$ cat src/rtl/core/six_digit_nixie_cathode_encoder_top_macros.svh
// Assertion macros shared by the nixie cathode encoder modules.
`ifndef SIX_DIGIT_NIXIE_CATHODE_ENCODER_TOP_MACROS_SVH
`define SIX_DIGIT_NIXIE_CATHODE_ENCODER_TOP_MACROS_SVH

// Same-cycle implication, checked on every rising edge outside reset.
`define NCE_ASSERT_IMP(lbl, ante, cons, msg) \
  lbl: assert property (@(posedge clk) disable iff (!rst_n) (ante) |-> (cons)) else $error(msg);

// Next-cycle implication, checked on every rising edge outside reset.
`define NCE_ASSERT_NXT(lbl, ante, cons, msg) \
  lbl: assert property (@(posedge clk) disable iff (!rst_n) (ante) |=> (cons)) else $error(msg);

`endif

$ cat src/rtl/core/nce_pkg.sv
// Package with types, constants and digit helpers for the nixie cathode encoder.
package nce_pkg;

  localparam int unsigned NUM_TUBES   = 6;
  localparam int unsigned NUM_DIGITS  = 10;
  localparam int unsigned RECIP_SHIFT = 30;

  localparam logic [19:0] MAX_SHOWN  = 20'd999999;
  // ceil(2^30 / 1000); exact for every quotient of a 20-bit value.
  localparam logic [20:0] RECIP_1000 = 21'd1073742;

  typedef logic [3:0] digit_t;
  typedef logic [5:0] cpos_t;

  // Bit position in the 64-bit pattern, per tube (most significant first), per digit.
  localparam cpos_t CATHODE_POS [NUM_TUBES][NUM_DIGITS] = '{
    '{6'd57, 6'd63, 6'd62, 6'd61, 6'd60, 6'd59, 6'd58, 6'd54, 6'd55, 6'd56},
    '{6'd48, 6'd53, 6'd52, 6'd51, 6'd50, 6'd49, 6'd44, 6'd45, 6'd46, 6'd47},
    '{6'd34, 6'd39, 6'd41, 6'd42, 6'd43, 6'd40, 6'd38, 6'd37, 6'd36, 6'd35},
    '{6'd25, 6'd31, 6'd30, 6'd32, 6'd33, 6'd29, 6'd28, 6'd27, 6'd26, 6'd24},
    '{6'd17, 6'd19, 6'd21, 6'd13, 6'd16, 6'd12, 6'd15, 6'd20, 6'd23, 6'd18},
    '{6'd5,  6'd7,  6'd9,  6'd3,  6'd4,  6'd1,  6'd2,  6'd11, 6'd6,  6'd8 }
  };

  typedef struct packed {
    logic [9:0]  thou;
    logic [19:0] value;
    logic        clamped;
  } split_t;

  typedef struct packed {
    logic [9:0] thou;
    logic [9:0] rest;
    logic       clamped;
  } part_t;

  typedef struct packed {
    digit_t hund;
    digit_t tens;
    digit_t units;
  } trio_t;

  // Splits a value below 1000 into three decimal digits by reciprocal multiplication.
  function automatic trio_t to_trio(input logic [9:0] x);
    logic [15:0] ph;
    logic [6:0]  y;
    logic [13:0] pt;
    trio_t       d;
    ph      = 16'(x) * 16'd41;
    d.hund  = digit_t'(ph >> 12);
    y       = 7'(x - 10'(d.hund) * 10'd100);
    pt      = 14'(y) * 14'd103;
    d.tens  = digit_t'(pt >> 10);
    d.units = digit_t'(y - 7'(d.tens) * 7'd10);
    return d;
  endfunction

  // One-hot cathode bit for a tube and digit.
  function automatic logic [63:0] cathode_mask(input logic [2:0] tube, input digit_t d);
    return 64'(1) << CATHODE_POS[tube][d];
  endfunction

endpackage

$ cat src/rtl/core/nce_divk.sv
// Pipeline stage that clamps the value and takes its thousands by reciprocal multiply.
module nce_divk (
  input  logic            clk,
  input  logic            rst_n,
  input  logic            in_valid,
  output logic            in_ready,
  input  logic [19:0]     value,
  output logic            out_valid,
  input  logic            out_ready,
  output nce_pkg::split_t out_data
);
  import nce_pkg::*;

  logic        valid_r, valid_nxt;
  split_t      data_r, data_nxt;
  logic        over;
  logic [19:0] clip;
  logic [40:0] prod;

  always_comb begin
    over          = value > MAX_SHOWN;
    clip          = over ? MAX_SHOWN : value;
    prod          = 41'(clip) * 41'(RECIP_1000);
    data_nxt.thou    = prod[RECIP_SHIFT +: 10];
    data_nxt.value   = clip;
    data_nxt.clamped = over;
    in_ready      = !valid_r || out_ready;
    valid_nxt     = in_ready ? in_valid : valid_r;
  end

  always_ff @(posedge clk) begin
    if (!rst_n) begin
      valid_r <= 1'b0;
    end else begin
      valid_r <= valid_nxt;
    end
  end

  always_ff @(posedge clk) begin
    if (in_valid && in_ready) begin
      data_r <= data_nxt;
    end
  end

  assign out_valid = valid_r;
  assign out_data  = data_r;

endmodule

$ cat src/rtl/core/nce_rem.sv
// Pipeline stage that forms the part of the value below one thousand.
`include "six_digit_nixie_cathode_encoder_top_macros.svh"
module nce_rem (
  input  logic            clk,
  input  logic            rst_n,
  input  logic            in_valid,
  output logic            in_ready,
  input  nce_pkg::split_t in_data,
  output logic            out_valid,
  input  logic            out_ready,
  output nce_pkg::part_t  out_data
);
  import nce_pkg::*;

  logic  valid_r, valid_nxt;
  part_t data_r, data_nxt;

  always_comb begin
    data_nxt.thou    = in_data.thou;
    data_nxt.rest    = 10'(in_data.value - 20'(in_data.thou) * 20'd1000);
    data_nxt.clamped = in_data.clamped;
    in_ready         = !valid_r || out_ready;
    valid_nxt        = in_ready ? in_valid : valid_r;
  end

  always_ff @(posedge clk) begin
    if (!rst_n) begin
      valid_r <= 1'b0;
    end else begin
      valid_r <= valid_nxt;
    end
  end

  always_ff @(posedge clk) begin
    if (in_valid && in_ready) begin
      data_r <= data_nxt;
    end
  end

  assign out_valid = valid_r;
  assign out_data  = data_r;

  // A remainder of 1000 or more means the reciprocal quotient came out one low.
  `NCE_ASSERT_IMP(a_rest_range, valid_r, data_r.rest < 10'd1000, "remainder out of range")

endmodule

$ cat src/rtl/core/nce_encode.sv
// Output stage that turns both three-digit halves into the registered cathode words.
`include "six_digit_nixie_cathode_encoder_top_macros.svh"
module nce_encode (
  input  logic           clk,
  input  logic           rst_n,
  input  logic           in_valid,
  output logic           in_ready,
  input  nce_pkg::part_t in_data,
  output logic           out_valid,
  input  logic           out_ready,
  output logic [31:0]    upper_word,
  output logic [31:0]    lower_word,
  output logic           clamped
);
  import nce_pkg::*;

  logic        valid_r, valid_nxt;
  logic [63:0] pattern_r, pattern_nxt;
  logic        clamped_r;
  trio_t       hi, lo;

  always_comb begin
    hi          = to_trio(in_data.thou);
    lo          = to_trio(in_data.rest);
    pattern_nxt = cathode_mask(3'd0, hi.hund) | cathode_mask(3'd1, hi.tens)
                | cathode_mask(3'd2, hi.units) | cathode_mask(3'd3, lo.hund)
                | cathode_mask(3'd4, lo.tens) | cathode_mask(3'd5, lo.units);
    in_ready    = !valid_r || out_ready;
    valid_nxt   = in_ready ? in_valid : valid_r;
  end

  always_ff @(posedge clk) begin
    if (!rst_n) begin
      valid_r <= 1'b0;
    end else begin
      valid_r <= valid_nxt;
    end
  end

  always_ff @(posedge clk) begin
    if (in_valid && in_ready) begin
      pattern_r <= pattern_nxt;
      clamped_r <= in_data.clamped;
    end
  end

  assign out_valid  = valid_r;
  assign upper_word = pattern_r[63:32];
  assign lower_word = pattern_r[31:0];
  assign clamped    = clamped_r;

  // Every tube lights exactly one cathode, and the tubes share no bit.
  `NCE_ASSERT_IMP(a_six_cathodes, valid_r, $countones(pattern_r) == 6, "cathode count wrong")

endmodule

$ cat src/rtl/core/six_digit_nixie_cathode_encoder_top.sv
// An accepted item passes the thousands split, remainder and cathode output registers in
// turn to out_tvalid. Throughput: one item per cycle while out_tready is high; these and the
// input register form four stages, each of which can load every cycle.
// Reset (synchronous, rst_n low) empties all stages; the block holds no other state.
// in_tready drops only when every stage is full and the output item is not taken.
`include "six_digit_nixie_cathode_encoder_top_macros.svh"
module six_digit_nixie_cathode_encoder_top (
  input  logic        clk,
  input  logic        rst_n,
  input  logic        in_tvalid,
  output logic        in_tready,
  input  logic [23:0] in_tdata,   // [19:0] value, [23:20] zero
  output logic        out_tvalid,
  input  logic        out_tready,
  output logic [63:0] out_tdata,  // [31:0] upper_word, [63:32] lower_word
  output logic        out_tuser   // [0] clamped
);
  import nce_pkg::*;

  // Input register: the raw number is captured here before any arithmetic.
  logic        in_valid_r, in_valid_nxt;
  logic [19:0] value_r;

  // Handshake and payload between the stages.
  logic   div_ready;
  logic   div_valid, rem_ready;
  split_t div_data;
  logic   rem_valid, enc_ready;
  part_t  rem_data;

  logic [31:0] upper_word;
  logic [31:0] lower_word;
  logic        clamped;

  always_comb begin
    in_tready    = !in_valid_r || div_ready;
    in_valid_nxt = in_tready ? in_tvalid : in_valid_r;
  end

  always_ff @(posedge clk) begin
    if (!rst_n) begin
      in_valid_r <= 1'b0;
    end else begin
      in_valid_r <= in_valid_nxt;
    end
  end

  always_ff @(posedge clk) begin
    if (in_tvalid && in_tready) begin
      value_r <= in_tdata[19:0];
    end
  end

  // Clamp to 999999 and take value / 1000 with an exact reciprocal multiply.
  nce_divk u_divk (
    .clk       (clk),
    .rst_n     (rst_n),
    .in_valid  (in_valid_r),
    .in_ready  (div_ready),
    .value     (value_r),
    .out_valid (div_valid),
    .out_ready (rem_ready),
    .out_data  (div_data)
  );

  // Remainder below one thousand, so both halves are three-digit numbers.
  nce_rem u_rem (
    .clk       (clk),
    .rst_n     (rst_n),
    .in_valid  (div_valid),
    .in_ready  (rem_ready),
    .in_data   (div_data),
    .out_valid (rem_valid),
    .out_ready (enc_ready),
    .out_data  (rem_data)
  );

  // Six digits, each mapped through its tube's cathode table; this is the output register.
  nce_encode u_encode (
    .clk        (clk),
    .rst_n      (rst_n),
    .in_valid   (rem_valid),
    .in_ready   (enc_ready),
    .in_data    (rem_data),
    .out_valid  (out_tvalid),
    .out_ready  (out_tready),
    .upper_word (upper_word),
    .lower_word (lower_word),
    .clamped    (clamped)
  );

  assign out_tdata = {lower_word, upper_word};
  assign out_tuser = clamped;

  // The input side stalls only when the whole pipeline is full behind a blocked output.
  `NCE_ASSERT_IMP(a_stall_cause, !in_tready, out_tvalid && !out_tready, "stall without backpressure")

endmodule
$ cat config.mk
export PLATFORM = sky130hd
export DESIGN_NAME = six_digit_nixie_cathode_encoder_top
export DESIGN_NICKNAME = d
export VERILOG_FILES = /design/src/rtl/core/nce_pkg.sv /design/src/rtl/core/nce_divk.sv /design/src/rtl/core/nce_rem.sv /design/src/rtl/core/nce_encode.sv /design/src/rtl/core/six_digit_nixie_cathode_encoder_top.sv
export VERILOG_INCLUDE_DIRS = /design/src /design/src/rtl/core
export SDC_FILE = /design/constraint.sdc
export NUM_CORES = 1
export LEC_CHECK = 0
export BUFFER_PORTS_ARGS = -buffer_cell sky130_fd_sc_hd__buf_2
export CORE_MARGIN = 10
export CORE_UTILIZATION = 50
export DETAILED_ROUTE_END_ITERATION = 6
export PLACE_DENSITY_LB_ADDON = 0.05
export SYNTH_ARGS = -nofsm -noshare
export SYNTH_HDL_FRONTEND = slang
export SYNTH_SLANG_ARGS = --single-unit
$ cat constraint.sdc
create_clock -name clk -period 12.9 [get_ports clk]
set_input_delay 0.645 -clock clk [delete_from_list [all_inputs] [get_ports clk]]
set_output_delay 0.645 -clock clk [all_outputs]
set_load 0.01 [all_outputs]
# After elaboration in Yosys (flattened, before gate mapping)
# Memories as Yosys holds them, arrays and structs flattened.
# Cells that the tools add are included.
op_classes:
  bitwise: 11
  n_reduce_logical: 12
  n_mul: 10
  n_shift: 6
  n_addsub: 5
  n_lt_le_gt_ge: 7
  muxes: 13
op_table:
  columns: ["op", "n"]
  rows:
  - ["1-bit by 6-bit << shifter with 64-bit output, first input constant", 6]
  - ["64-bit OR", 5]
  - ["6-bit two-way mux", 12]
  - ["20-bit by 20-bit multiplier with 39-bit output, second input constant", 1]
  - ["10-bit by 6-bit multiplier with 16-bit output, second input constant", 2]
  - ["5-bit >= comparator, second input constant", 6]
  - ["4-bit NOT with 5-bit output", 6]
  - ["7-bit by 7-bit multiplier with 14-bit output, second input constant", 2]
  - ["20-bit greater-than comparator, second input constant", 1]
  - ["20-bit two-way mux", 1]
  - ["7-bit subtractor", 2]
  - ["10-bit by 7-bit multiplier with 7-bit output, second input constant", 1]
  - ["4-bit by 5-bit multiplier with 5-bit output, second input constant", 2]
  - ["10-bit subtractor", 1]
  - ["4-bit by 3-bit multiplier with 3-bit output, second input constant", 2]
  - ["4-bit subtractor", 2]
  - ["1-bit logical AND", 4]
  - ["1-bit zero test", 4]
  - ["1-bit logical OR", 4]
totals:
  mem_bits_ro: 576
  word_cells: 83
  register_bits: 131
  memories: 6
mem_list:
  columns: ["name", "words", "width", "read_ports", "rd_clocked_by_memory_dff", "wr", "line_no", "text"]
  rows:
  - ["(name not given)", 16, 6, 1, 0, 0, "nce_pkg.sv:60", "return 64'(1) << CATHODE_POS[tube][d];"]
  - ["(name not given)", 16, 6, 1, 0, 0, "nce_pkg.sv:60", null]
  - ["(name not given)", 16, 6, 1, 0, 0, "nce_pkg.sv:60", null]
  - ["(name not given)", 16, 6, 1, 0, 0, "nce_pkg.sv:60", null]
  - ["(name not given)", 16, 6, 1, 0, 0, "nce_pkg.sv:60", null]
  - ["(name not given)", 16, 6, 1, 0, 0, "nce_pkg.sv:60", null]

# Logic depth before layout (Yosys ltp)
# Gate-level depths: netlist (run 1).
depth:
  ltp_word: 15
  depth_mapped: 35
  mapped_depth_nobuf: 35

# By module
# From an unflattened synthesis (run 1), not the netlist that was laid out.
unflattened:
  hier_cells: 1513
  hier_area_um2: 16049.1
by_module_without_submodules:
  columns: ["mod", "cells_each", "area_each_um2", "seq_area_each_um2", "instances"]
  rows:
  - ["nce_encode", 720, 7364.6, 1971.9, 1]
  - ["nce_divk", 677, 6772.7, 950.9, 1]
  - ["nce_rem", 91, 1253.7, 650.6, 1]
  - ["six_digit_nixie_cathode_encoder_top", 25, 658.1, 620.6, 1]

# Worst setup path after synthesis (run 1)
# No wires, ideal clock.
synth_timing:
  path_kind: "flip-flop to flip-flop"
  startpoint: "register u_rem.data_r (netlist bit u_rem.out_data[17])"
  endpoint: "register u_encode.pattern_r[42], data pin"
  required_time_ns: 12.754
  path_slack_ns: 4.384
  synth_period_minus_slack_ns: 8.516
  arrival_time_ns: 8.370
  path_stages_with_launch: 33
  path_buffers: 1
  path_cell_list: "edfxtp_1 ha_1 fa_1 ha_1 ha_1 a211oi_1 a31oi_1 o21ai_1 a21oi_1 xnor2_1 inv_2 ha_1 inv_1 ha_1 o21ai_0 nand2b_1 xor2_1 ha_1 inv_1 fa_1 inv_1 fa_1 ha_1 ha_1 a21o_1 a31o_1 o31ai_1 nor3b_1 nor2_1 fa_1 clkbuf_1 or4b_2 a21oi_1"
synth_between:
  elab_chain_cells: 15
  elab_cells_between_ends: 26
synth_rtl:
  columns: ["item", "line_no", "text"]
  rows:
  - ["from (decl)", "nce_rem.sv:16", "part_t data_r, data_nxt;"]
  - ["from (signal assigned)", "nce_rem.sv:36", "data_r <= data_nxt;"]
  - ["10-bit by 6-bit multiplier with 16-bit output", "nce_pkg.sv:49", "ph = 16'(x) * 16'd41;"]
  - ["4-bit by 5-bit multiplier with 5-bit output", "nce_pkg.sv:51", "y = 7'(x - 10'(d.hund) * 10'd100);"]
  - ["7-bit subtractor", "nce_pkg.sv:51", null]
  - ["7-bit by 7-bit multiplier with 14-bit output", "nce_pkg.sv:52", "pt = 14'(y) * 14'd103;"]
  - ["4-bit by 3-bit multiplier with 3-bit output", "nce_pkg.sv:54", "d.units = digit_t'(y - 7'(d.tens) * 7'd10);"]
  - ["4-bit subtractor", "nce_pkg.sv:54", null]
  - ["4-bit NOT with 5-bit output (not written as such)", "nce_pkg.sv:60", null]
  - ["memory read 16 x 6 bit", null, null]
  - ["6-bit two-way mux (not written as such) (2 in series)", "nce_pkg.sv:60", null]
  - ["1-bit by 6-bit << shifter with 64-bit output", "nce_pkg.sv:60", null]
  - ["64-bit OR (*) (2 in series)", "nce_encode.sv:26", "| cathode_mask(3'd2, hi.units) | cathode_mask(3'd3, lo.hund)"]
  - ["64-bit OR (*) (2 in series)", "nce_encode.sv:27", "| cathode_mask(3'd4, lo.tens) | cathode_mask(3'd5, lo.units);"]
  - ["via u_encode.pattern_nxt[42]", "nce_encode.sv:18", "logic [63:0] pattern_r, pattern_nxt;"]
  - ["to (signal assigned)", "nce_encode.sv:42", "pattern_r <= pattern_nxt;"]
  - ["to (decl)", "nce_encode.sv:18", null]
# The timed path passes the listed nets; every way through them passes the cells marked *. The select of a mux whose other input is x is not followed.
# A chain may end at the register's enable or synchronous reset.

# Worst setup path in the final report (run 1)
layout_timing:
  startpoint: "register u_rem.data_r (netlist bit u_rem.out_data[11])"
  endpoint: "register u_encode.pattern_r[42], data pin"
# The elaborated chain is that of the path after synthesis.

==> results of run 1 <==
-- registers in the layout, summed over array words and instances (netlist names) --
name	count
u_divk.out_valid	1
in_valid_r	1
u_encode.out_valid	1
u_divk.out_data	21
u_rem.out_valid	1
value_r	20
u_rem.out_data	21
u_encode.clamped	1
u_encode.pattern_r	64
-- cells by family after synthesis --
kind of cell               Yosys count  share of synthesized area
DFF                                131                      0.265
AOI/OAI and AO/OA                  167                     0.0791
muxes                                7                    0.00477
buffers and inverters              276                     0.0706
adders and majority gates          470                      0.460
and+or+nand+nor                    229                     0.0823
xor gates and xnor gates            60                     0.0373
other                                1                   0.000255
-- layer usage --
metal / share of wire / track usage / vias to the layer above
met5: 0 / 0 / -
met4: 0.014 / 0.0430 / 0
met3: 0.036 / 0.0222 / 19
met2: 0.50 / 0.303 / 148
met1: 0.45 / 0.206 / 4592
li1: - / - / 4844
-- area by class of cell --
cell class | count | area (sq um) | area share
clock buffer | 19 | 433 | 0.0267
multi-input combinational | 936 | 9780 | 0.603
clock inverter | 13 | 186 | 0.0115
tap | 384 | 480 | 0.0296
inverter | 262 | 983 | 0.0606
timing repair buffer | 92 | 465 | 0.0287
sequential | 131 | 3890 | 0.240
-- through the flow --
step	setup slack, ns	area, sq um
CTS	3.37	16200
finish	3.40	16200
detailed placement	3.41	15600
global route	2.82	16200
global placement	3.49	15600
floorplan	4.38	14700
-- critical path: cells and delay by family, from the launching register on --
family                     cells  cell delay, ns
AOI/OAI and AO/OA              8            1.51
adders and majority gates     12            4.63
xor gates and xnor gates       2            0.78
and+or+nand+nor                6            1.43
buffers and inverters          4            0.37
DFF                            1            0.64
-- placed cells by master, fill, tap and decap left out, types with 6 or more instances in the layout --
cell type,n
ha_1,353
inv_1,258
edfxtp_1,127
fa_1,117
buf_2,90
nor2_1,46
a21oi_1,45
nand2_1,43
xnor2_1,37
nand2b_1,20
xor2_1,20
nand3_1,18
nor3_1,17
clkbuf_16,17
a21o_1,15
nor2b_1,15
o21ai_0,15
o22ai_1,13
nand4_1,12
and2_1,11
o32ai_1,9
o211ai_1,8
nor4_1,7
o21a_1,7
mux2i_1,7
o21ai_1,6
-- worst min path at each step --
stage / from / to / slack [ns] / cells after the start
global route: in_tdata[17] / value_r[17] / 0.38 / 1
CTS: in_tdata[8] / value_r[8] / 0.38 / 1
detailed placement: u_divk.out_data[1] / u_rem.out_data[1] / 0.40 / 0
finish: in_tdata[17] / value_r[17] / 0.40 / 1
global placement: u_divk.out_data[2] / u_rem.out_data[2] / 0.40 / 0
floorplan: u_rem.out_data[0] / u_encode.clamped / 0.40 / 0
==> results_dict.tcl, run 1 <==
set metrics [dict create \
    synth_edf_count 127 \
    final_util 0.562 \
    yosys_register_bits 131 \
    via_count 9603 \
    stdcell_count 1837 \
    diodes 0 \
    first_global_vias 10000 \
    viasPerCell 5.23 \
    dr.pass1.iters 5 \
    cp-end-kind "register" \
    worstPathArrival_ns 9.75 \
    cts_sinks 131 \
    reg2reg_from "u_rem.out_data[11]" \
    synth_area_sq_um 14700 \
    cts_inserted_buffers 17 \
    h-tree-depth 4 \
    grt-ovfl-total 0 \
    ys_top_cells_by_area "ha_1 (30%), edfxtp_1 (26%), fa_1 (16%), inv_1 (6.6%), xnor2_1 (2.2%)" \
    root_buffer "clkbuf_16" \
    period_share 0.737 \
    syn_inst 1341 \
    max_cap_viol_count 0 \
    drc_errors 0 \
    max_freq_ghz 0.105 \
    critPathMaxFanout 12 \
    reg2reg_slack_ns 3.40 \
    die_w_microns 191 \
    cts_resized 0 \
    cts_tree "yes" \
    start_kind "register" \
    finClkSkew_ns 0.0105 \
    synth-seq-area-share 0.265 \
    worst_pin_slew_ns 1.10 \
    setup-tns-final_ns 0 \
    holdBufCountCts 0 \
    ant_nets 0 \
    clk_latency_ns 0.42 \
    drv_slew 0 \
    area_growth_pct 10.5 \
    drive_gt1_frac 0.0991 \
    synth_area_leader_cell "ha_1" \
    syn_avg_cell_area_sq_um 10.9 \
    wl_per_cell_microns 16.1 \
    grt_antenna_before_repair 0 \
    synth_most_common_cell "ha_1" \
    startpoint "u_rem.out_data[11]" \
    rows 62 \
    die-area_sq_um 36600 \
    synthFlopType "edfxtp_1" \
    clk_path_buf_depth 2 \
    synth.distinct_cells 73 \
    gp_congestion 0.843 \
    first_iter_violations 395 \
    grt_pass1_wl_microns 49500 \
    coreArea_sq_um 28900 \
    relSlewSlack 0.262 \
    cp.required_ns 13.15 \
    synth_top_area_share 0.301 \
    hold_path.class "input port to register" \
    ys_warn_count 0 \
    grt_use_total 0.168 \
    initial_core_util 0.509 \
    nFillCells 2596 \
    synthTopCellsByCount "ha_1 (353), inv_1 (258), edfxtp_1 (127)" \
    crit_path_end "u_encode.pattern_r[42]" \
    grt_max_degree 66 \
    finalHoldViolCount 0 \
    cts_setup_buffers 0 \
    clkTransAtPathRegs_ns 0.06 \
    path_common_cell "ha_1" \
    worstRegToRegCells 32 \
    die_h_microns 191 \
    fin_crit_ns 9.50 \
    worstSetupPathType "register to register" \
    ios 95 \
    cpPeakStageDelay_ns 0.74 \
    fin_nets 1938 \
    routed_wl_microns 29600 \
    setup_viol 0 \
    hpwlAfterDp_microns 24800 \
    outcome "completed" \
    reg2reg_to "u_encode.pattern_r[42]" \
    rsz0062_at_grt "false" \
    worst_path_max_delay_cell "fa_1" \
    hold_ws_ns 0.399 \
    dpl.cell_count 1805 \
    ys_async_sr_fraction 0 \
    port_buffers 90 \
]
Power of run 1 is not shown: default switching activity piles up to over one toggle a cycle in this logic, so the estimate is an artifact.
==> run 2: changes to the inputs <==
ABC_AREA = 1   (was not set)
clock period = 8 ns   (was 12.9 ns; I/O delays follow)
==> results_dict.tcl, run 2 <==
set metrics [dict create \
    outcome "completed" \
    holdBufCountCts 0 \
    synth_area_sq_um 16100 \
    viasPerCell 5.07 \
    yosys_register_bits 131 \
    grt-ovfl-total 0 \
    hpwlAfterDp_microns 30700 \
    first_iter_violations 447 \
    period_share 0.992 \
    grt_pass1_wl_microns 61400 \
    largest_reg_flops 64 \
    rows 65 \
    ys_async_sr_fraction 0 \
    synth_top_family_by_area "adder cells" \
    synth_area_leader_cell "ha_1" \
    synth_most_common_cell "inv_1" \
    met3_usage 0.0274 \
    via_count 12300 \
    met2_usage 0.364 \
    syn_inst 1786 \
    cpPeakStageDelay_ns 0.50 \
    grt_max_degree 66 \
    cts_tree "yes" \
    grt-busiest-layer "met2" \
    die-area_sq_um 39800 \
    syn_avg_cell_area_sq_um 9.01 \
    clkTransAtPathRegs_ns 0.07 \
    drive_gt1_frac 0.213 \
    synth_fa_ha_area_frac 0.420 \
    initial_core_util 0.509 \
    die_w_microns 199 \
    final_util 0.613 \
    worst_pin_slew_ns 1.01 \
    critPathMaxFanout 8 \
    max_cap_viol_count 0 \
    root_buffer "clkbuf_16" \
    yosys.area_share.simple 0.177 \
    ff_latch_area_sq_um 3890 \
    synth.distinct_cells 46 \
    dpl.cell_count 2324 \
    ys_top_cells_by_area "ha_1 (27%), edfxtp_1 (24%), fa_1 (15%), inv_1 (8.7%), nand2_1 (7.2%)" \
    setup_viol 0 \
    cp-end-kind "register" \
    cp.required_ns 8.19 \
    multiInputGateArea_sq_um 11600 \
    routed_wl_microns 38600 \
    drv_slew 0 \
    worstPathArrival_ns 8.12 \
    port_buffers 90 \
    first_global_vias 12500 \
    clk_latency_ns 0.45 \
    synth_top_area_share 0.274 \
    final_cell_mix "inv_1 (362), ha_1 (322), nand2_1 (274)" \
    start_kind "register" \
    hold_path.class "input port to register" \
    finClkSkew_ns 0.0140 \
    path_common_cell "ha_4" \
    final_common_cell "inv_1" \
    rsz0062_at_grt "true" \
    muxShareOfSynthArea 0 \
    dr.pass1.iters 5 \
    finalHoldViolCount 0 \
    cts_inserted_buffers 17 \
    synth_edf_count 127 \
    cts_sinks 131 \
    regMostFlops "u_encode.pattern_r" \
    ys_warn_count 0 \
    nFillCells 2679 \
    grt_use_total 0.196 \
    relSlewSlack 0.327 \
    grt_antenna_before_repair 0 \
    synth_compound_area_frac 0.0463 \
    gr-usage-met1 0.222 \
    h-tree-depth 4 \
    clk_path_buf_depth 2 \
    area_growth_pct 20.6 \
    fin_nets 2505 \
    die_h_microns 199 \
    ios 95 \
    worst_path_max_delay_cell "edfxtp_1" \
    wl_per_cell_microns 15.9 \
    fin_area_sq_um 19400 \
    synth-seq-area-share 0.242 \
    diodes 0 \
    placed_area_sq_um 17400 \
    fin_crit_ns 7.93 \
    stdcell_count 2422 \
    synthFlopType "edfxtp_1" \
    max_freq_ghz 0.126 \
    ant_nets 0 \
    synthTopCellsByCount "inv_1 (373), ha_1 (353), nand2_1 (308)" \
    synth_xor_area_frac 0.0243 \
    gp_congestion 0.868 \
    worstSetupPathType "register to register" \
    drc_errors 0 \
    coreArea_sq_um 31600 \
]
==> run 2: final timing paths <==
path	startpoint	end	slack, ns	depth (start not counted)
min reg2reg	u_divk.out_data[1]	u_rem.out_data[1]	0.42	0
min	in_tdata[19]	value_r[19]	0.12	1
max reg2reg	u_rem.out_data[15]	u_encode.pattern_r[37]	0.07	45
max	u_rem.out_data[15]	u_encode.pattern_r[37]	0.07	45
==> run 2: kinds of logic after synthesis <==
kind of cell / after synthesis
fa+ha+maj: 470
simple gates: 626
xor+xnor: 43
flops: 131
compound gates: 128
other cells: 1
buf+inv: 387
==> run 2: timing repair <==
| action | in CTS | in global routing |
|---|---|---|
| setup buffers | 48 | 23 |
| endpoints found under the setup margin | 19 | 51 |
| resized for setup | 20 | 142 |
| pin swaps | 10 | 70 |
| gates cloned | 0 | 0 |
==> run 2: layout make-up <==
type                    count  area share
clock buffers              17      0.0219
clock inverters            15     0.00806
inverters                 380      0.0736
multi-input cells        1270       0.600
flip-flops and latches    131       0.201
well taps                 402      0.0259
repair buffers            207      0.0696
==> run 2: routing by layer <==
| layer | wire [microns] | vias to the layer above | part of all wire |
|---|---|---|---|
| met2 | 20600 | 193 | 0.53 |
| met4 | 965 | 0 | 0.025 |
| met5 | 0 | - | 0 |
| li1 | - | 6282 | - |
| met1 | 15800 | 5752 | 0.41 |
| met3 | 1210 | 61 | 0.031 |
==> run 2: worst max-delay path, delay by kind of cell (launching register included) <==
kind            cells  cell delay [ns]
fa+ha+maj          13             4.03
simple gates       23             2.02
flops               1             0.50
xor+xnor            2             0.44
compound gates      2             0.39
buf+inv             5             0.28
==> run 2: stage by stage <==
step,setup TNS [ns],hold slack [ns],setup WS (ns)
finish,0,0.124,0.0668
floorplan,0,0.400,0.0174
detailed placement,-2.47,0.405,-0.262
CTS,0,0.111,0.00166
global placement,-0.874,0.403,-0.126
global route,-3.80,0.116,-0.358
Power of run 2 is left out for the same reason.
